File: config.mk
export PLATFORM = sky130hd
export DESIGN_NAME = vfcm_back
export DESIGN_NICKNAME = d
export VERILOG_FILES = /design/src/design/vfcm_pkg.sv /design/src/design/vfcm_back.sv
export VERILOG_INCLUDE_DIRS = /design/src /design/src/design
export SDC_FILE = /design/constraint.sdc
export NUM_CORES = 1
export LEC_CHECK = 0
export BUFFER_PORTS_ARGS = -buffer_cell sky130_fd_sc_hd__buf_2
export CAP_MARGIN = 20
export CORE_ASPECT_RATIO = 1.25
export CORE_MARGIN = 2
export CORE_UTILIZATION = 25
export CTS_BUF_LIST = sky130_fd_sc_hd__clkbuf_4
export DETAILED_ROUTE_END_ITERATION = 7
export HOLD_SLACK_MARGIN = 0.12
export SYNTH_ARGS = -nofsm -noshare
export SYNTH_HDL_FRONTEND = slang
export SYNTH_SLANG_ARGS = --single-unit
File: constraint.sdc
create_clock -name clk -period 6.2 [get_ports clk]
set_clock_uncertainty 0.2 [all_clocks]
set_input_delay 0.93 -clock clk [delete_from_list [all_inputs] [get_ports clk]]
set_output_delay 0.93 -clock clk [all_outputs]
set_load 0.01 [all_outputs]
File: src/design/voxel_face_culling_mesher_macros.svh
// assertion macros shared by the mesher modules
// expects clk and rst_n in the scope of each use
`ifndef VOXEL_FACE_CULLING_MESHER_MACROS_SVH
`define VOXEL_FACE_CULLING_MESHER_MACROS_SVH

// same-cycle implication
`define VFCM_ASSERT_NOW(label, ante, cons, msg) \
  label: assert property (@(posedge clk) disable iff (!rst_n) (ante) |-> (cons)) \
    else $error(msg);

// next-cycle implication
`define VFCM_ASSERT_NEXT(label, ante, cons, msg) \
  label: assert property (@(posedge clk) disable iff (!rst_n) (ante) |=> (cons)) \
    else $error(msg);

`endif

File: src/design/vfcm_pkg.sv
// shared types, codes and the triangle corner table of the voxel mesher
// no dependencies
package vfcm_pkg;

  localparam int GRID_SIZE_DEF = 16;
  localparam int COORD_W       = 4;
  localparam int VERT_W        = 13;
  localparam int FACE_W        = 3;
  localparam int TRI_W         = 16;
  localparam int NUM_FACES     = 6;
  localparam int Q_DEPTH       = 2;

  localparam logic [1:0] FUNC_WRITE = 2'd0;
  localparam logic [1:0] FUNC_MESH  = 2'd1;
  localparam logic [1:0] FUNC_START = 2'd2;

  localparam logic [FACE_W-1:0] FACE_BACK   = 3'd0;
  localparam logic [FACE_W-1:0] FACE_FRONT  = 3'd1;
  localparam logic [FACE_W-1:0] FACE_BOTTOM = 3'd2;
  localparam logic [FACE_W-1:0] FACE_TOP    = 3'd3;
  localparam logic [FACE_W-1:0] FACE_LEFT   = 3'd4;
  localparam logic [FACE_W-1:0] FACE_RIGHT  = 3'd5;

  typedef struct packed {
    logic [1:0]         func;
    logic [COORD_W-1:0] cell_x;
    logic [COORD_W-1:0] cell_y;
    logic [COORD_W-1:0] cell_z;
    logic               solid;
  } in_item_t;

  typedef struct packed {
    logic [VERT_W-1:0] vert_a;
    logic [VERT_W-1:0] vert_b;
    logic [VERT_W-1:0] vert_c;
    logic [FACE_W-1:0] face;
    logic [TRI_W-1:0]  tri_number;
    logic              last;
  } out_item_t;

  // command from the front to the back
  typedef struct packed {
    logic                 is_start;
    logic [COORD_W-1:0]   cell_x;
    logic [COORD_W-1:0]   cell_y;
    logic [COORD_W-1:0]   cell_z;
    logic [NUM_FACES-1:0] exposed;
  } cmd_t;

  // corner code is {dz, dy, dx}, offset from the cell's low corner
  typedef struct packed {
    logic [2:0] a;
    logic [2:0] b;
    logic [2:0] c;
  } tri_corners_t;

  function automatic tri_corners_t tri_corners(input logic [FACE_W-1:0] face,
                                               input logic half);
    tri_corners_t t;
    t = '0;
    case ({face, half})
      {FACE_BACK,   1'b0}: t = '{3'b011, 3'b001, 3'b000};
      {FACE_BACK,   1'b1}: t = '{3'b000, 3'b010, 3'b011};
      {FACE_FRONT,  1'b0}: t = '{3'b100, 3'b101, 3'b111};
      {FACE_FRONT,  1'b1}: t = '{3'b111, 3'b110, 3'b100};
      {FACE_BOTTOM, 1'b0}: t = '{3'b000, 3'b001, 3'b101};
      {FACE_BOTTOM, 1'b1}: t = '{3'b101, 3'b100, 3'b000};
      {FACE_TOP,    1'b0}: t = '{3'b111, 3'b011, 3'b010};
      {FACE_TOP,    1'b1}: t = '{3'b010, 3'b110, 3'b111};
      {FACE_LEFT,   1'b0}: t = '{3'b110, 3'b010, 3'b000};
      {FACE_LEFT,   1'b1}: t = '{3'b100, 3'b110, 3'b000};
      {FACE_RIGHT,  1'b0}: t = '{3'b111, 3'b011, 3'b001};
      {FACE_RIGHT,  1'b1}: t = '{3'b101, 3'b111, 3'b001};
      default:             t = '0;
    endcase
    return t;
  endfunction

endpackage

File: src/design/vfcm_back.sv
// back end: turns face masks into triangles, keeps the running triangle count
// depends on vfcm_pkg and the mesher macro header
`include "voxel_face_culling_mesher_macros.svh"
module vfcm_back
  import vfcm_pkg::*;
#(
  parameter int GRID_SIZE = GRID_SIZE_DEF
) (
  input  logic      clk,
  input  logic      rst_n,
  input  logic      q_empty,
  output logic      q_pop,
  input  cmd_t      q_data,
  output logic      out_valid,
  input  logic      out_ready,
  output out_item_t out_data
);

  localparam int LAT = GRID_SIZE + 1;
  localparam logic [VERT_W-1:0] STEP_Y = VERT_W'(LAT);
  localparam logic [VERT_W-1:0] STEP_Z = VERT_W'(LAT * LAT);

  logic                 busy_r;
  logic [NUM_FACES-1:0] exposed_r;
  logic                 half_r;
  logic [VERT_W-1:0]    base_r;
  logic [TRI_W-1:0]     cnt_r;
  logic                 out_valid_r;
  out_item_t            out_data_r;

  logic [FACE_W-1:0]    face_sel;
  logic [NUM_FACES-1:0] face_oh, rest;
  logic                 emit, last;
  tri_corners_t         corners;
  logic [VERT_W-1:0]    base_nxt;

  function automatic logic [VERT_W-1:0] corner_off(input logic [2:0] code);
    return (code[0] ? VERT_W'(1) : '0) + (code[1] ? STEP_Y : '0) + (code[2] ? STEP_Z : '0);
  endfunction

  assign q_pop    = !busy_r && !q_empty;
  assign emit     = busy_r && (!out_valid_r || out_ready);
  assign base_nxt = STEP_Z * VERT_W'(q_data.cell_z) + STEP_Y * VERT_W'(q_data.cell_y)
                  + VERT_W'(q_data.cell_x);

  // lowest exposed face goes first
  always_comb begin
    face_sel = FACE_BACK;
    for (int i = NUM_FACES - 1; i >= 0; i--) begin
      if (exposed_r[i]) begin
        face_sel = 3'(i);
      end
    end
  end

  assign face_oh = NUM_FACES'(1) << face_sel;
  assign rest    = exposed_r & ~face_oh;
  assign last    = half_r && (rest == '0);
  assign corners = tri_corners(face_sel, half_r);

  always_ff @(posedge clk) begin
    if (!rst_n) begin
      busy_r      <= 1'b0;
      cnt_r       <= '0;
      out_valid_r <= 1'b0;
    end else begin
      if (q_pop) begin
        if (q_data.is_start) begin
          cnt_r <= '0;
        end else begin
          busy_r <= 1'b1;
        end
      end
      if (emit) begin
        out_valid_r <= 1'b1;
        cnt_r       <= cnt_r + TRI_W'(1);
        if (last) begin
          busy_r <= 1'b0;
        end
      end else if (out_ready) begin
        out_valid_r <= 1'b0;
      end
    end
  end

  always_ff @(posedge clk) begin
    if (q_pop) begin
      exposed_r <= q_data.exposed;
      half_r    <= 1'b0;
      base_r    <= base_nxt;
    end
    if (emit) begin
      out_data_r <= '{vert_a: base_r + corner_off(corners.a),
                      vert_b: base_r + corner_off(corners.b),
                      vert_c: base_r + corner_off(corners.c),
                      face: face_sel, tri_number: cnt_r, last: last};
      half_r <= !half_r;
      if (half_r) begin
        exposed_r <= rest;
      end
    end
  end

  assign out_valid = out_valid_r;
  assign out_data  = out_data_r;

  `VFCM_ASSERT_NOW(a_busy_has_faces, busy_r, exposed_r != '0, "emitter busy with empty mask")
  `VFCM_ASSERT_NEXT(a_count_steps, emit, cnt_r == $past(cnt_r) + TRI_W'(1),
                    "triangle count did not step")
  `VFCM_ASSERT_NOW(a_face_legal, out_valid_r, out_data_r.face <= FACE_RIGHT,
                   "triangle face code out of range")

endmodule

# Word level (Yosys, flattened, before mapping)
# Memory sizes are Yosys's and may differ from the RTL's.
# Index checks and enable logic that the tools add are counted.
dict set report totals {
  mem_bits_ro 144
  out_inout_bits 61
  register_bits 97
  word_cells 72
  mem_count 1
}
# memory words width rd rd_ports_with_merged_regs wr line
set memory_table {}
lappend memory_table {{(name not given)} 16 9 1 0 0 vfcm_pkg.sv:61} ;# case ({face, half})
dict set report op_classes {
  n_reduce_logical 13
  mul 2
  muxes 29
  shift 1
  n_bitwise 2
  add_sub_neg 12
}
# operator n
set op_table {}
lappend op_table {{two-way mux 16 bit} 3}
lappend op_table {{adder 13 x 10 -> 13 bit} 3}
lappend op_table {{adder 6 x 9 -> 10 bit} 3}
lappend op_table {{two-way mux 9 bit} 3}
lappend op_table {{adder 1 x 5 -> 6 bit} 3}
lappend op_table {{two-way mux 3 bit} 6}
lappend op_table {{two-way mux 6 bit} 3}
lappend op_table {{adder 16 x 1 -> 16 bit, second input constant} 1}
lappend op_table {{two-way mux 5 bit} 3}
lappend op_table {{adder 13 x 4 -> 13 bit} 1}
lappend op_table {{adder 13 x 9 -> 13 bit} 1}
lappend op_table {{multiplier 9 x 4 -> 13 bit, first input constant} 1}
lappend op_table {{two-way mux 1 bit} 11}
lappend op_table {{multiplier 5 x 4 -> 9 bit, first input constant} 1}
lappend op_table {{bitwise AND 6 bit} 1}
lappend op_table {{logical NOT 6 bit} 1}
lappend op_table {{NOT 6 bit} 1}
lappend op_table {{nonzero test 2 bit} 3}
lappend op_table {{<< shifter 1 x 3 -> 6 bit, first input constant} 1}
lappend op_table {{logical NOT 1 bit} 4}
lappend op_table {{logical AND 1 bit} 3}
lappend op_table {{AND reduction 2 bit} 1}
lappend op_table {{logical OR 1 bit} 1}

# Longest topological paths before layout
dict set report depth {
  ltp_word 13
  ltp_mapped 16
}

# Worst setup path before layout
# No wires, ideal clock.
dict set report synth_path {
  path_type {input port to flip-flop}
  start {input q_data[9] (netlist name)}
  end {register base_r[9], data pin}
  path_slack_ns 2.102
  setup_ns 0.265
  t_arrival_ns 3.633
  cell_stages 10
  n_path_buf 0
  path_cell_list {ha_1 > inv_1 > fa_1 > fa_1 > inv_1 > ha_1 > a21o_1 > a2111oi_0 > o21ai_0 > xor2_1}
}
dict set report synth_via {
  elab_chain_cells 3
}
# item line
set synth_lines {}
lappend synth_lines {{start: declaration} vfcm_back.sv:13} ;# input cmd_t q_data,
lappend synth_lines {{multiplier 9 x 4 -> 13 bit} vfcm_back.sv:43} ;# assign base_nxt = STEP_Z * VERT_W'(q_data.cell_z) + STEP_Y * VERT_W'(q_data.cell_y)
lappend synth_lines {{adder 13 x 9 -> 13 bit} vfcm_back.sv:43}
lappend synth_lines {{adder 13 x 4 -> 13 bit} vfcm_back.sv:44} ;# + VERT_W'(q_data.cell_x);
lappend synth_lines {{net base_nxt[9]} vfcm_back.sv:35} ;# logic [VERT_W-1:0] base_nxt;
lappend synth_lines {{end signal: assignment} vfcm_back.sv:90} ;# base_r <= base_nxt;
lappend synth_lines {{end: declaration} vfcm_back.sv:26} ;# logic [VERT_W-1:0] base_r;
# The timed path passes the listed nets, and every way through them passes these cells.
# A chain may end at the register's enable or synchronous reset.

# Final worst setup path
dict set report layout_path {
  start {register exposed_r[0]}
  end {register out_data_r (netlist bit out_data[56]), data pin}
}
dict set report layout_via {
  elab_chain_cells 6
}
# item line
set layout_lines {}
lappend layout_lines {{start: declaration} vfcm_back.sv:24} ;# logic [NUM_FACES-1:0] exposed_r;
lappend layout_lines {{start signal: assignment} vfcm_back.sv:88} ;# exposed_r <= q_data.exposed;
lappend layout_lines {{start signal: assignment} vfcm_back.sv:99} ;# exposed_r <= rest;
lappend layout_lines {{two-way mux 3 bit (*)} vfcm_back.sv:50} ;# if (exposed_r[i]) begin
lappend layout_lines {{net face_sel[1]} vfcm_back.sv:31} ;# logic [FACE_W-1:0] face_sel;
lappend layout_lines {{memory read (16 x 9 bit) (*)} --}
lappend layout_lines {{two-way mux 1 bit or two-way mux 5 bit (tied branches)} vfcm_back.sv:38} ;# return (code[0] ? VERT_W'(1) : '0) + (code[1] ? STEP_Y : '0) + (code[2] ? STEP_Z : '0);
lappend layout_lines {{adder 1 x 5 -> 6 bit} vfcm_back.sv:38}
lappend layout_lines {{adder 6 x 9 -> 10 bit (*)} vfcm_back.sv:38}
lappend layout_lines {{adder 13 x 10 -> 13 bit (*)} vfcm_back.sv:93} ;# out_data_r <= '{vert_a: base_r + corner_off(corners.a),
lappend layout_lines {{end signal: assignment} vfcm_back.sv:93}
lappend layout_lines {{end: declaration} vfcm_back.sv:29} ;# out_item_t out_data_r;
# The timed path passes the listed nets; every way through them passes the cells marked *.

==> qor.yml <==
startpoint_type: "flip-flop"
synth.distinct_cells: 57
io-pin-count: 84
reg2regPathDepth: 11
r2r_slack_ps: 2010
gp_congestion: 0.839
p_per_area_nw_per_um2: 313
fmax_mhz: 239
cp_slowest_stage_delay_ps: 530
crit_top_cell: "fa_1"
syn_to_final_growth_pct: 14.8
hold_end: "out_data[16]$_DFFE_PP_"
final_cells: 879
synth_cells: 506
slew_violations: 0
path_delay_family: "compound AO/OA/AOI/OAI gates"
worst-path-max-fanout: 9
ant_nets: 0
cts_setup_buffers: 0
p_leak_uw: 0.00264
path_cells: "nor2_1 -> o21ai_0 -> inv_1 -> a211oi_1 -> a211o_1 -> fa_1 -> ha_1 -> fa_1 -> a311o_1 -> a21oi_1 -> xnor2_1"
rows: 61
num_vias: 3948
hp-start: "cnt_r[15]$_SDFFE_PN0P_"
clkLatencyLatePin_ps: 470
antenna_found_initial: 2
synth_top_area_share_pct: 38.8
die_y_um: 172
synthesis.nets: 594
grt_pass1_vias: 3785
dp_cells: 862
period_minus_slack_ps: 4190
rsz0062_at_grt: "no"
drive_above_1_share_pct: 18.2
core_um2: 22200
drc_errors: 0
hold_class: "reg -> reg"
drtPass1Iterations: 4
maxCapViolCount: 0
ctsHoldBuffers: 0
grt-ovfl-total: 0
wl_per_cell_um: 13.6
path_clk_slew_ps: 140
synth_seq_cells: 97
clock_path_buffers: 2
synthArstFlopShare_pct: 0
timing.slew.headroom_pct: 46.4
cp-end-kind: "flip-flop"
syn_area_um2: 5660
die-area_um2: 23900
io_buffers: 83
synth_flop_cell: "edfxtp_1"
hold_viol: 0
wirelength_um: 12000
tritoncts: "yes"
htree_levels: 3
nets: 678
min_path_cells: 0
numCtsBuffers: 9
cts_sinks: 97
timing.rr.end: "out_data[56]$_DFFE_PP_"
path_class: "reg -> reg"
hpwl_um: 9350
grt_pass1_wl_um: 19500
cts_resized: 0
arrival_ps: 4200
worstPathRequired_ps: 6210
ys_seq_area_share_pct: 47.2
crit_path_top_delay_cell: "a211oi_1"
peakVddDrop_mv: 0.0963
layout_commonest_cell: "buf_2"
yosysWarnings: 0
synth-edff-count: 73
root_buffer: "clkbuf_4"
setup_violations: 0
grt_usage_pct: 10.3
start_util_pct: 25.5
mostFrequentLayoutCells: "buf_2, edfxtp_1, ha_1, nand2_1, inv_1"
synth_area_leaders: "edfxtp_1, ha_1, dfxtp_1"
grt_max_degree: 44
drt-initial-drc-count: 158
yosys.area.top_type: "edfxtp_1"
fin_crit_sh_pct: 67.5
worst_slew_pin_slew_ps: 804
worst_r2r_startpoint: "exposed_r[0]$_DFF_P_"
setup_tns_ps: 0
avgSynthCellArea_um2: 11.2
die_x_um: 139
status: "finished clean"
vias_per_cell: 4.49
path_buf_inv: 1
## through the flow
step	hold WS [ps]	util (%)	cell area (um2)	power (uW)	setup WS, ps
finish	268	29.2	6490	2030	2010
global route	290	29.2	6490	2210	1650
CTS	272	29.2	6490	2060	2030
detailed placement	243	28.7	6380	1750	1740
global placement	236	28.7	6380	1730	1780
floorplan	221	-	5660	1520	2100
## layer usage
metal / vias up / GRT usage (%) / wire [um]
met5: - / 0 / 7
met4: 2 / 5.41 / 397
met3: 24 / 2.16 / 441
met2: 80 / 15.5 / 5380
met1: 1827 / 13.9 / 5730
li1: 2015 / - / -
## cell type report
cell class,instances,area (um2)
diodes,1,2.50
clock buffers,14,105
clock inverters,2,8.76
fillers,2290,15700
inverters,40,163
multi-input cells,357,2760
flip-flops and latches,97,2670
well taps,283,354
repair buffers,85,430
## registers in the layout, indices dropped and copies added, names as in the netlist
register and flops:
busy_r 1, out_valid 1, cnt_r 16, exposed_r 6
half_r 1, out_data 59, base_r 13
## synth_stat cells, types with 3 or more instances
cell type  instances
o21a_1             3
ha_1              54
nand2_1           46
and3_1             7
clkbuf_1           7
dfxtp_1           24
and2_1             7
a211o_1            4
fa_1              11
a31oi_1            3
nor4_1            10
or2_2              3
nand2b_1           9
a21o_1             8
o311ai_0           4
nand3_1           12
o31a_1             3
o31ai_1            3
xnor2_1           25
xor2_1             8
and4_1             4
nor3_1             5
o21ai_0           20
inv_1             39
nor2b_1           10
nor2_1            16
mux2i_1           15
or2b_1             4
or4_1              3
a21oi_1           27
or3_1              3
edfxtp_1          73
a22o_1             5
## how the worst max path moves through the flow
| stage | depth (start not counted) | endpoint | startpoint | slack [ps] |
|---|---|---|---|---|
| 2_1_floorplan | 10 | base_r[9]$_DFFE_PP_ | q_data[9] | 2100 |
| 3_3_place_gp | 11 | base_r[9]$_DFFE_PP_ | q_data[9] | 1780 |
| 3_5_place_dp | 11 | base_r[9]$_DFFE_PP_ | q_data[9] | 1740 |
| 4_1_cts | 11 | out_data[56]$_DFFE_PP_ | exposed_r[0]$_DFF_P_ | 2030 |
| 5_1_grt | 11 | out_data[56]$_DFFE_PP_ | exposed_r[0]$_DFF_P_ | 1650 |
| 6_report | 11 | out_data[56]$_DFFE_PP_ | exposed_r[0]$_DFF_P_ | 2010 |
## power breakdown
part	switching [uW]	internal (uW)	total [uW]	leakage, uW
logic	462	355	817	0.00169
clock network	197	104	301	0.0000699
registers	63.1	848	911	0.000880
## cell families (layout without fill, tap and decap cells)
| group | Yosys count | in the layout | synth area share [%] |
|---|---|---|---|
| AOI/OAI and AO/OA | 96 | 96 | 11.2 |
| xor gates and xnor gates | 33 | 33 | 5.11 |
| other | 0 | 1 | 0 |
| buffers and inverters | 52 | 141 | 4.03 |
| and+or+nand+nor | 146 | 146 | 13.5 |
| muxes | 16 | 16 | 2.85 |
| adders and majority gates | 66 | 66 | 16.0 |
| DFF | 97 | 97 | 47.2 |
Power figures use the tool's default switching activity.
