==> src/design/voxel_face_culling_mesher_macros.svh <==
// assertion macros shared by the mesher modules
// expects clk and rst_n in the scope of each use
`ifndef VOXEL_FACE_CULLING_MESHER_MACROS_SVH
`define VOXEL_FACE_CULLING_MESHER_MACROS_SVH

// same-cycle implication
`define VFCM_ASSERT_NOW(label, ante, cons, msg) \
  label: assert property (@(posedge clk) disable iff (!rst_n) (ante) |-> (cons)) \
    else $error(msg);

// next-cycle implication
`define VFCM_ASSERT_NEXT(label, ante, cons, msg) \
  label: assert property (@(posedge clk) disable iff (!rst_n) (ante) |=> (cons)) \
    else $error(msg);

`endif

==> src/design/vfcm_pkg.sv <==
// shared types, codes and the triangle corner table of the voxel mesher
// no dependencies
package vfcm_pkg;

  localparam int GRID_SIZE_DEF = 16;
  localparam int COORD_W       = 4;
  localparam int VERT_W        = 13;
  localparam int FACE_W        = 3;
  localparam int TRI_W         = 16;
  localparam int NUM_FACES     = 6;
  localparam int Q_DEPTH       = 2;

  localparam logic [1:0] FUNC_WRITE = 2'd0;
  localparam logic [1:0] FUNC_MESH  = 2'd1;
  localparam logic [1:0] FUNC_START = 2'd2;

  localparam logic [FACE_W-1:0] FACE_BACK   = 3'd0;
  localparam logic [FACE_W-1:0] FACE_FRONT  = 3'd1;
  localparam logic [FACE_W-1:0] FACE_BOTTOM = 3'd2;
  localparam logic [FACE_W-1:0] FACE_TOP    = 3'd3;
  localparam logic [FACE_W-1:0] FACE_LEFT   = 3'd4;
  localparam logic [FACE_W-1:0] FACE_RIGHT  = 3'd5;

  typedef struct packed {
    logic [1:0]         func;
    logic [COORD_W-1:0] cell_x;
    logic [COORD_W-1:0] cell_y;
    logic [COORD_W-1:0] cell_z;
    logic               solid;
  } in_item_t;

  typedef struct packed {
    logic [VERT_W-1:0] vert_a;
    logic [VERT_W-1:0] vert_b;
    logic [VERT_W-1:0] vert_c;
    logic [FACE_W-1:0] face;
    logic [TRI_W-1:0]  tri_number;
    logic              last;
  } out_item_t;

  // command from the front to the back
  typedef struct packed {
    logic                 is_start;
    logic [COORD_W-1:0]   cell_x;
    logic [COORD_W-1:0]   cell_y;
    logic [COORD_W-1:0]   cell_z;
    logic [NUM_FACES-1:0] exposed;
  } cmd_t;

  // corner code is {dz, dy, dx}, offset from the cell's low corner
  typedef struct packed {
    logic [2:0] a;
    logic [2:0] b;
    logic [2:0] c;
  } tri_corners_t;

  function automatic tri_corners_t tri_corners(input logic [FACE_W-1:0] face,
                                               input logic half);
    tri_corners_t t;
    t = '0;
    case ({face, half})
      {FACE_BACK,   1'b0}: t = '{3'b011, 3'b001, 3'b000};
      {FACE_BACK,   1'b1}: t = '{3'b000, 3'b010, 3'b011};
      {FACE_FRONT,  1'b0}: t = '{3'b100, 3'b101, 3'b111};
      {FACE_FRONT,  1'b1}: t = '{3'b111, 3'b110, 3'b100};
      {FACE_BOTTOM, 1'b0}: t = '{3'b000, 3'b001, 3'b101};
      {FACE_BOTTOM, 1'b1}: t = '{3'b101, 3'b100, 3'b000};
      {FACE_TOP,    1'b0}: t = '{3'b111, 3'b011, 3'b010};
      {FACE_TOP,    1'b1}: t = '{3'b010, 3'b110, 3'b111};
      {FACE_LEFT,   1'b0}: t = '{3'b110, 3'b010, 3'b000};
      {FACE_LEFT,   1'b1}: t = '{3'b100, 3'b110, 3'b000};
      {FACE_RIGHT,  1'b0}: t = '{3'b111, 3'b011, 3'b001};
      {FACE_RIGHT,  1'b1}: t = '{3'b101, 3'b111, 3'b001};
      default:             t = '0;
    endcase
    return t;
  endfunction

endpackage

==> src/design/vfcm_queue.sv <==
// short command queue between the front end and the triangle emitter
// depends on vfcm_pkg and the mesher macro header
`include "voxel_face_culling_mesher_macros.svh"
module vfcm_queue
  import vfcm_pkg::*;
(
  input  logic clk,
  input  logic rst_n,
  input  logic push,
  input  cmd_t push_data,
  output logic full,
  input  logic pop,
  output cmd_t pop_data,
  output logic empty
);

  localparam int PW = (Q_DEPTH > 1) ? $clog2(Q_DEPTH) : 1;
  localparam int CW = $clog2(Q_DEPTH + 1);
  localparam logic [PW-1:0] PTR_LAST = PW'(Q_DEPTH - 1);
  localparam logic [CW-1:0] CNT_FULL = CW'(Q_DEPTH);

  cmd_t          slot_r [Q_DEPTH];
  logic [PW-1:0] wr_ptr_r, rd_ptr_r;
  logic [CW-1:0] count_r;

  assign full     = (count_r == CNT_FULL);
  assign empty    = (count_r == '0);
  assign pop_data = slot_r[rd_ptr_r];

  always_ff @(posedge clk) begin
    if (push) begin
      slot_r[wr_ptr_r] <= push_data;
    end
  end

  always_ff @(posedge clk) begin
    if (!rst_n) begin
      wr_ptr_r <= '0;
      rd_ptr_r <= '0;
      count_r  <= '0;
    end else begin
      if (push) begin
        wr_ptr_r <= (wr_ptr_r == PTR_LAST) ? '0 : wr_ptr_r + PW'(1);
      end
      if (pop) begin
        rd_ptr_r <= (rd_ptr_r == PTR_LAST) ? '0 : rd_ptr_r + PW'(1);
      end
      if (push && !pop) begin
        count_r <= count_r + CW'(1);
      end else if (pop && !push) begin
        count_r <= count_r - CW'(1);
      end
    end
  end

  `VFCM_ASSERT_NOW(a_q_no_overflow, push, !full || pop, "queue push while full")
  `VFCM_ASSERT_NOW(a_q_no_underflow, pop, !empty, "queue pop while empty")
  `VFCM_ASSERT_NOW(a_q_count_bound, 1'b1, count_r <= CNT_FULL, "queue count past depth")

endmodule

==> config.mk <==
export PLATFORM = sky130hd
export DESIGN_NAME = vfcm_queue
export DESIGN_NICKNAME = d
export VERILOG_FILES = /design/src/design/vfcm_pkg.sv /design/src/design/vfcm_queue.sv
export VERILOG_INCLUDE_DIRS = /design/src /design/src/design
export SDC_FILE = /design/constraint.sdc
export NUM_CORES = 1
export LEC_CHECK = 0
export ABC_AREA = 1
export ABC_CLOCK_PERIOD_IN_PS = 3900
export BUFFER_PORTS_ARGS = -buffer_cell sky130_fd_sc_hd__buf_2
export CORE_MARGIN = 2
export CORE_UTILIZATION = 55
export CTS_CLUSTER_DIAMETER = 30
export DETAILED_ROUTE_END_ITERATION = 8
export GPL_TIMING_DRIVEN = 0
export PLACE_DENSITY_LB_ADDON = 0.1
export RECOVER_POWER = 25
export SETUP_SLACK_MARGIN = 0.5
export SLEW_MARGIN = 20
export SYNTH_ARGS = -nofsm -noshare
export SYNTH_HDL_FRONTEND = slang
export SYNTH_SLANG_ARGS = --single-unit
==> constraint.sdc <==
create_clock -name clk -period 3.9 [get_ports clk]
set_clock_uncertainty 0.15 [all_clocks]
set_input_delay 0 -clock clk [delete_from_list [all_inputs] [get_ports clk]]
set_output_delay 0 -clock clk [all_outputs]
set_load 0.005 [all_outputs]
=== Yosys cells after proc, flatten, opt, wreduce, memory -nomap -nowiden ===
Memory sizes are Yosys's and may differ from the RTL's. A register that Yosys moved wholly into a read port is not among the register bits.
Index checks and enable logic that the tools add are counted.

* Input bits: 23
* Memories: 1
* Output and inout bits: 21
* RAM bits: 38
* Flip-flop bits (word level): 4
* Bits in read-only memories: 0
* Bits in latches: 0
* Word-level logic and storage cells: 23

* $add $sub $neg: 4
* Bitwise gates (word level): 0
* Multipliers: 0
* Equality and inequality tests: 1
* Shift operators: 0
* Divide/modulo/power cells: 0
* Reduce and logical (&&, ||, !) cells: 6
* Magnitude comparators: 0
* Multiplexer cells: 8

{| class="wikitable"
|+ Memories
! memory !! depth !! bits a word !! rd ports !! clocked after Yosys merged registers in !! wr ports !! RTL line !! RTL
|-
| slot_r || 2 || 19 || 1 || 1 || 1 || vfcm_queue.sv:22 || <nowiki>cmd_t slot_r [Q_DEPTH];</nowiki>
|}

{| class="wikitable"
|+ Operators by type and width
! operator !! number
|-
| $mux W1 || 6
|-
| $mux W2 || 2
|-
| $add A1 B1 Y1 const B || 2
|-
| $add A2 B1 Y2 const B || 1
|-
| $eq A2 B2 Y1 const B || 1
|-
| $logic_and A1 B1 Y1 || 2
|-
| $logic_not A1 Y1 || 2
|-
| $logic_not A2 Y1 || 1
|-
| $reduce_bool A2 Y1 || 1
|-
| $sub A2 B1 Y2 const B || 1
|}

=== Longest topological paths before layout ===
Gate-level depths: netlist (run 1).

* Depth after elaboration: 4
* Mapped depth: 8
* Mapped depth without buffers: 8

=== Worst setup path before layout (run 1) ===
No wires, ideal clock.

* Path type: reg2reg
* Start point: reg wr_ptr_r
* End point: mem slot_r[0][0] (netlist bit) (enable)
* Setup slack: 2.214 ns
* Arrival: 1.141 ns
* Clock period less this slack: 1.686 ns
* Cell stages (with the launch flop): 2
* Cell sequence: dfxtp_1 nor2_1

{| class="wikitable"
|+ RTL lines
! element !! RTL line !! RTL
|-
| start: declaration || vfcm_queue.sv:23 || <nowiki>logic [PW-1:0] wr_ptr_r, rd_ptr_r;</nowiki>
|-
| start signal: assignment || vfcm_queue.sv:43 || <nowiki>wr_ptr_r <= (wr_ptr_r == PTR_LAST) ? '0 : wr_ptr_r + PW'(1);</nowiki>
|-
| end: declaration || vfcm_queue.sv:22 ||
|}

No word-level cell before the write port.

=== Final worst setup path (run 1) ===
* Start point: reg wr_ptr_r
* End point: reg wr_ptr_r

* Longest elaborated chain between the ends: 2

{| class="wikitable"
|+ RTL lines
! element !! RTL line
|-
| $add A1 B1 Y1 || vfcm_queue.sv:43
|-
| $mux W1 * || vfcm_queue.sv:43
|}

Mark *: on every way between the ends. The rest lies on a longest branch, timed or not.
A chain may end at the register's enable or synchronous reset.

==> flow_metrics.py, run 1 <==
metrics = {
    "timing": {
        "post-route-min-period_ns": 1.891,
        "maxSlewViolCount": 0,
        "setup_tns_ns": 0,
        "worstMarginPinSlew_ns": 0.7571,
        "rsz0062_at_grt": "no",
        "setup_ws_ns": 2.009,
        "timing.final.crit_share_pct": 48.48,
        "setup-violations-final": 0,
        "max_slew_margin_pct": 49.47,
        "finalHoldViolCount": 0,
        "fmax_mhz": 528.9,
    },
    "synthesis": {
        "synth.area.top_cells": "edfxtp_1 69%, mux2_4 9.1%, mux2_2 6.1%, dfxtp_1 6.1%, nor2_1 2.0%",
        "synth.net_count": 118,
        "ys_warn_count": 0,
        "syn_area_um2": 1652,
        "synth_cells": 94,
        "synth_cell_types": 14,
        "synth-seq-cells": 43,
        "ys_seq_area_share_pct": 75.15,
        "synth_top_area_cell": "edfxtp_1",
        "yosys.area.top_type_share_pct": 69.09,
        "syn_area_per_cell_um2": 17.57,
    },
    "final_layout": {
        "drive_gt1_share_pct": 40.35,
        "diodes": 0,
        "area_delta_synth_final_pct": 35.91,
        "final_nets": 194,
        "mostFrequentLayoutCells": "38 x buf_2, 38 x edfxtp_1, 25 x dlygate4sd3_1",
    },
    "power_and_ir_drop": {
        "intPower_uw": 734.1,
        "p_leak_uw": 0.0009297,
        "ir_drop_uv": 311.7,
        "p_per_area_nw_per_um2": 414.9,
        "p_comb_share_pct": 13.3,
        "power_frac_clock_pct": 28.9,
        "p_seq_share_pct": 57.7,
        "p_switching_uw": 197.1,
        "p_sw_share_pct": 21.17,
    },
    "global_routing": {
        "grt_use_total_pct": 17.33,
        "grt_pass1_wl_mm": 4.257,
        "antenna_found_initial": 0,
        "grt_pass1_vias": 1053,
        "grt_max_degree": 20,
        "grt-ovfl-total": 0,
    },
    "setup_path": {
        "cp_slowest_cell": "dlygate4sd3_1",
        "cp-end-kind": "register",
        "cp_data_required_time_ns": 4.00,
        "path_class": "reg -> reg",
        "worst_setup_path_start_kind": "register",
        "cpPeakStageDelay_ns": 0.54,
        "cp_max_fo": 3,
        "crit_chain": "nand2_1 -> nand2_1 -> dlygate4sd3_1 -> nor2_1 -> dlygate4sd3_1",
        "cp.arrival_ns": 1.99,
    },
    "routing": {
        "ant_nets": 0,
        "drc": 2,
        "vias_per_cell": 4.946,
        "drtPass1Iterations": 6,
        "drt-total-wl_mm": 2.820,
        "avgRoutedWirePerCell_um": 13.96,
        "via_count": 999,
        "drt_first_iter_violations": 18,
    },
    "clocking": {
        "cts_tree": "done",
        "clockBufferDepth": 2,
        "clk_latency_ns": 0.34,
        "cts-resized-gates": 0,
        "cts_setup_buffers": 0,
        "cts_buffers": 5,
        "clkTransAtPathRegs_ns": 0.12,
        "cts_num_sinks": 43,
        "root_buffer": "clkbuf_4",
        "htreeDepth": 2,
    },
    "placed_design": {
        "post-place-ws_ns": 2.352,
        "place_congestion": 0.6243,
        "io_buffers": 43,
        "dp_hpwl_mm": 1.690,
    },
    "floorplanning": {
        "die-area_um2": 3457,
        "fp.dieW_um": 58.80,
        "start_util_pct": 58.88,
        "num_rows": 19,
        "ios": 44,
        "die_y_um": 58.80,
        "coreArea_um2": 2805,
    },
    "run_status": {
        "violations": "DRC",
        "outcome": "finished with violations",
    },
    "flow_run": {
        "maxCapViolCount": 0,
    },
    "worst_hold_path": {
        "hp-class": "in -> reg",
    },
}
layout make-up:
cell class	count	area [um^2]
repair buffers	69	475.5
well taps	31	38.79
inverters	8	30.03
flip-flops and latches	43	1241
plain buffers	2	31.28
fillers	171	560.5
clock inverters	3	38.79
clock buffers	5	37.54
multi-input cells	41	351.6
Yosys cell counts:
master     n
o21ai_0    1
ha_1       1
mux2_4    10
nor2_1     9
nand3_1    1
nand4_1    1
edfxtp_1  38
buf_12     1
dfxtp_1    5
buf_6      1
inv_1      8
nand2_1    8
a21oi_1    1
mux2_2     9
flip-flops by register name (all words and copies together) (netlist names), named ones only:
signal,count
slot_r,38
count_r,2
rd_ptr_r,1
wr_ptr_r,1
routing by layer:
| layer | routed length, um | track usage, % |
|---|---|---|
| met3 | 146 | 5.275 |
| met1 | 1118 | 16.92 |
| met5 | 0 | 0 |
| met2 | 1500 | 31.59 |
| met4 | 55 | 10.39 |
metrics by stage:
step / hold slack (ns) / utilization (%) / total power [uW] / instance area, um^2 / std cells
2_1_floorplan: -0.05113 / - / 605.8 / 1652 / 94
3_3_place_gp: 0.03688 / 67.93 / 644.4 / 1906 / 168
3_5_place_dp: 0.04309 / 68.55 / 652.4 / 1923 / 169
4_1_cts: 0.2104 / 80.20 / 934.5 / 2250 / 202
5_1_grt: 0.2075 / 80.02 / 963.7 / 2245 / 202
6_report: 0.2232 / 80.02 / 931.2 / 2245 / 202
timing repair:
action | in CTS | in global routing
endpoints found under the hold margin | 51 | 0
hold buffers | 25 | 0
endpoints found under the setup margin | 0 | 0
path summary, 6_finish.rpt:
kind	start	endpoint	slack, ns	cells after the start
setup / recovery	wr_ptr_r	wr_ptr_r	2.01	5
hold / removal	push_data[1]	slot_r[0][1]	0.22	2
setup reg to reg	wr_ptr_r	wr_ptr_r	2.01	5
hold reg to reg	rd_ptr_r	rd_ptr_r	0.37	2
power groups by stage:
stage | logic (uW) | clock network, uW | registers, uW
floorplan | 60.1 | 0 | 546
global placement | 98.0 | 0 | 546
detailed placement | 104 | 0 | 548
CTS | 125 | 272 | 538
global route | 134 | 289 | 540
finish | 124 | 270 | 537
kinds of logic after synthesis:
| group | after synthesis | share of synthesized area (%) |
|---|---|---|
| AO/OA/AOI/OAI | 2 | 0.6055 |
| adder cells (fa/ha/maj) | 1 | 0.7575 |
| buffers and inverters | 10 | 3.712 |
| flip-flops | 43 | 75.15 |
| multiplexers | 19 | 15.23 |
| AND/OR/NAND/NOR | 19 | 4.545 |
worst max-delay path, delay by kind of cell, from the launching register on:
kind | cells | cell delay [ns]
and+or+nand+nor | 3 | 0.18
DFF | 1 | 0.38
buffers and inverters | 2 | 1.08
Power figures use the tool's default switching activity.
==> run 2, diff against run 1 <==
- ABC_CLOCK_PERIOD_IN_PS: 3900 -> 1800
- CORE_UTILIZATION: 55 -> 51
- clock period: 3.9 -> 1.8 ns (I/O delays scaled with it)
==> flow_metrics.py, run 2 (synthesis results as in run 1) <==
metrics = {
    "floorplanning": {
        "die-area_um2": 3709,
        "ios": 44,
        "start_util_pct": 53.66,
        "die_y_um": 60.91,
        "fp.dieW_um": 60.91,
        "num_rows": 20,
        "coreArea_um2": 3078,
    },
    "final_layout": {
        "area_delta_synth_final_pct": 48.48,
        "post-route-util_pct": 79.67,
        "final_nets": 197,
        "instances_no_fill": 218,
        "diodes": 0,
        "largest_reg_flops": 38,
        "final_area_um2": 2452,
        "mostFrequentLayoutCells": "38 x edfxtp_1, 22 x dlygate4sd3_1, 21 x buf_2",
        "largest_registers": "slot_r: 38 flops, count_r: 2 flops",
        "top_register": "slot_r",
        "layout_commonest_cell": "edfxtp_1",
        "drive_gt1_share_pct": 44.83,
        "fillCellCount": 177,
    },
    "global_routing": {
        "grt_max_degree": 20,
        "grt_pass1_vias": 985,
        "grt-ovfl-total": 0,
        "antenna_found_initial": 0,
        "grt_use_total_pct": 16.12,
        "grt_pass1_wl_mm": 4.043,
    },
    "timing": {
        "setup-violations-final": 0,
        "max_slew_margin_pct": 87.08,
        "setup_ws_ns": 0.2604,
        "setup_tns_ns": 0,
        "finalHoldViolCount": 0,
        "maxSlewViolCount": 0,
        "fmax_mhz": 649.5,
        "worstMarginPinSlew_ns": 0.1917,
        "post-route-min-period_ns": 1.540,
        "rsz0062_at_grt": "yes",
        "timing.final.crit_share_pct": 85.54,
    },
    "routing": {
        "vias_per_cell": 4.624,
        "drt-total-wl_mm": 2.985,
        "via_count": 1008,
        "avgRoutedWirePerCell_um": 13.69,
        "drtPass1Iterations": 4,
        "drc": 0,
        "ant_nets": 0,
        "drt_first_iter_violations": 25,
    },
    "setup_path": {
        "cp_data_required_time_ns": 1.65,
        "cp-end-kind": "output port",
        "cp_max_fo": 6,
        "cp.arrival_ns": 1.39,
        "path_class": "reg -> out",
        "worst_setup_path_start_kind": "register",
    },
    "clocking": {
        "clockBufferDepth": 2,
        "root_buffer": "clkbuf_4",
        "clk_latency_ns": 0.34,
        "cts_num_sinks": 43,
        "cts_tree": "done",
        "htreeDepth": 2,
        "cts_buffers": 5,
        "clkTransAtPathRegs_ns": 0.11,
    },
    "placed_design": {
        "place_congestion": 0.6383,
        "post-place-ws_ns": 0.3645,
        "placement.cell_area_um2": 1933,
        "dp_hpwl_mm": 1.608,
        "dp.cells": 181,
        "io_buffers": 43,
    },
    "power_and_ir_drop": {
        "p_leak_uw": 0.001008,
        "p_per_area_nw_per_um2": 796.9,
        "ir_drop_uv": 712.3,
    },
    "flow_run": {
        "maxCapViolCount": 0,
    },
    "run_status": {
        "outcome": "finished clean",
    },
    "worst_hold_path": {
        "hp-class": "in -> reg",
    },
}
[run 2: through the flow]
step / hold slack (ns) / power, uW
finish: 0.2277 / 1954
global route: 0.2038 / 2039
CTS: 0.2118 / 1937
detailed placement: 0.04188 / 1410
global placement: 0.03709 / 1400
floorplan: -0.05113 / 1315
[run 2: power by group]
group          internal (uW)  switching, uW  total (uW)  leakage, uW
clock                    151            280         431    0.0000282
sequential              1150           19.7        1170     0.000399
combinational            228            129         357     0.000581
total                   1530            429        1950      0.00101
[run 2: worst paths after layout]
| path | startpoint | to | slack (ns) | cells after the start |
|---|---|---|---|---|
| max | register | pop_data[13] | 0.26 | 4 |
| max reg2reg | wr_ptr_r | slot_r[1][11] | 0.58 | 3 |
| min reg2reg | rd_ptr_r | register | 0.37 | 2 |
| min | push_data[2] | slot_r[0][2] | 0.23 | 2 |
[run 2: final cells by class]
type                       count  area (um^2)  area share (%)
tap                           44        55.05           2.245
clock buffer                   6        41.29           1.684
multi-input combinational     41        386.6           15.77
sequential                    43         1244           50.71
clock inverter                 2        12.51          0.5102
inverter                       8        33.78           1.378
timing repair buffer          72        644.4           26.28
buffer                         2        35.03           1.429
[run 2: layer usage]
| layer | global-route usage [%] | share of wire (%) | vias up |
|---|---|---|---|
| li1 | - | - | 500 |
| met1 | 15.79 | 37 | 474 |
| met2 | 29.03 | 57 | 32 |
| met3 | 7.463 | 4.7 | 2 |
| met4 | 6.832 | 0.50 | 0 |
| met5 | 0 | 0 | - |
[run 2: worst max-delay path: stages (launching register included)]
cell       delay (ns)
dfxtp_2          0.35
buf_8            0.13
clkbuf_16        0.15
mux2_4           0.30
buf_6            0.12
[run 2: what timing repair did]
action / CTS / global route
endpoints found under the hold margin: 43 / 0
hold buffers: 22 / 0
gates resized for setup: 17 / 11
setup buffers: 6 / 0
pin swaps: 1 / 0
cloned: 0 / 1
setup endpoints to repair: 57 / 36
==> run 3, diff against run 2 <==
- CORE_MARGIN: 2 -> unset
==> flow_metrics.py, run 3 (synthesis results as in run 1) <==
metrics = {
    "timing": {
        "timing.final.crit_share_pct": 84.46,
        "holdWs_ns": 0.2274,
        "rsz0062_at_grt": "yes",
        "finalHoldViolCount": 0,
        "setup-violations-final": 0,
        "setup_tns_ns": 0,
        "max_slew_margin_pct": 90.33,
        "setup_ws_ns": 0.2797,
        "post-route-min-period_ns": 1.520,
        "maxSlewViolCount": 0,
        "fmax_mhz": 657.8,
        "worstMarginPinSlew_ns": 0.1436,
    },
    "placed_design": {
        "dp_hpwl_mm": 1.590,
        "post-place-ws_ns": 0.3766,
        "io_buffers": 43,
        "place_congestion": 0.6464,
    },
    "final_layout": {
        "seqCellArea_um2": 1244,
        "largest_reg_flops": 38,
        "largest_registers": "slot_r: 38 flops, count_r: 2 flops",
        "layout_commonest_cell": "edfxtp_1",
        "fillCellCount": 205,
        "mostFrequentLayoutCells": "38 x edfxtp_1, 33 x buf_2, 22 x dlygate4sd3_1",
        "multi_input_area_um2": 379.1,
        "final_nets": 196,
        "area_delta_synth_final_pct": 41.36,
        "top_register": "slot_r",
        "drive_gt1_share_pct": 43.86,
        "diodes": 0,
        "post-route-util_pct": 76.48,
    },
    "setup_path": {
        "worstReg2RegStart": "wr_ptr_r",
        "cp_max_fo": 10,
        "cp_data_required_time_ns": 1.65,
        "crit_cells": 4,
        "cp_slowest_cell": "dfxtp_2",
        "cp_num_buf_inv": 3,
        "cpLargestDelayFamily": "buffers and inverters",
        "cpPeakStageDelay_ns": 0.34,
        "path_class": "reg -> out",
        "crit_chain": "buf_6 -> buf_12 -> mux2_4 -> buf_2",
        "cp-end-kind": "output port",
        "worst_setup_path_start_kind": "register",
        "cp.arrival_ns": 1.37,
        "rr_worst_depth": 3,
    },
    "power_and_ir_drop": {
        "finalPower_uw": 1880,
        "ir_drop_uv": 508.5,
        "p_leak_uw": 0.0009598,
        "p_per_area_nw_per_um2": 805.2,
    },
    "floorplanning": {
        "coreArea_um2": 3053,
        "num_rows": 20,
        "die-area_um2": 3470,
        "fp.dieW_um": 58.91,
        "start_util_pct": 54.10,
        "ios": 44,
        "die_y_um": 58.91,
    },
    "global_routing": {
        "grt_pass1_wl_mm": 4.347,
        "antenna_found_initial": 0,
        "grt_use_total_pct": 18.31,
        "grt_max_degree": 20,
        "grt-ovfl-total": 0,
        "grt_pass1_vias": 986,
    },
    "routing": {
        "via_count": 1005,
        "drtPass1Iterations": 4,
        "avgRoutedWirePerCell_um": 12.94,
        "ant_nets": 0,
        "drt_first_iter_violations": 41,
        "drc": 0,
        "vias_per_cell": 4.674,
        "drt-total-wl_mm": 2.782,
    },
    "run_status": {
        "outcome": "finished clean",
    },
    "worst_hold_path": {
        "hp-class": "in -> reg",
        "holdPathStages": 2,
        "hp-start": "push_data[18]",
    },
    "clocking": {
        "cts_tree": "done",
        "clockBufferDepth": 2,
        "htreeDepth": 2,
        "root_buffer": "clkbuf_4",
        "clkTransAtPathRegs_ns": 0.11,
        "clk_latency_ns": 0.34,
        "cts_buffers": 5,
        "cts_num_sinks": 43,
    },
    "flow_run": {
        "maxCapViolCount": 0,
    },
}
-- run 3: cell count changes in the layout (fill, tap and decap cells not counted), sizes merged --
cell,before,now
clkinvlp,2,1
clkbuf,12,10
buf,46,47
clkinv,1,0
-- run 3: area by class of cell --
type	count	share of cell area (%)
plain buffers	2	1.340
clock buffers	6	1.768
inverters	8	1.447
multi-input cells	41	16.24
flip-flops and latches	43	53.27
well taps	44	2.358
repair buffers	71	23.58
-- run 3: worst paths after layout --
kind | endpoint | slack [ns]
hold reg to reg | count_r[0] | 0.38
setup reg to reg | slot_r[1][7] | 0.61
hold / removal | slot_r[0][18] | 0.23
setup / recovery | pop_data[0] | 0.28
-- run 3: per-stage QoR --
step                instances  area [um^2]
global placement          181         1933
finish                    215         2335
detailed placement        181         1933
global route              215         2335
CTS                       215         2338
floorplan                  94         1663
-- run 3: timing repair --
item,in CTS,in global routing
pin swaps,1,0
hold buffers,22,0
setup endpoints to repair,57,25
hold endpoints to repair,43,0
setup buffers,6,0
gates resized for setup,13,1
-- run 3: metal layers --
metal | global-route usage, % | vias up | part of all wire, %
li1 | - | 494 | -
met1 | 19.88 | 471 | 39
met4 | 8.163 | 0 | 1.6
met3 | 6.593 | 7 | 5.3
met5 | 0 | - | 0
met2 | 31.98 | 33 | 54
-- run 3: worst reg2reg max path: stages (launching register included) --
cell,delay [ns]
dfxtp_2,0.38
nand2_1,0.11
clkinvlp_4,0.10
buf_12,0.16
-- run 3: power breakdown --
part	switching (uW)	leakage [uW]	internal, uW
registers	18.6	0.000399	1150
logic	118	0.000537	192
clock network	266	0.0000242	139
total	402	0.000960	1480
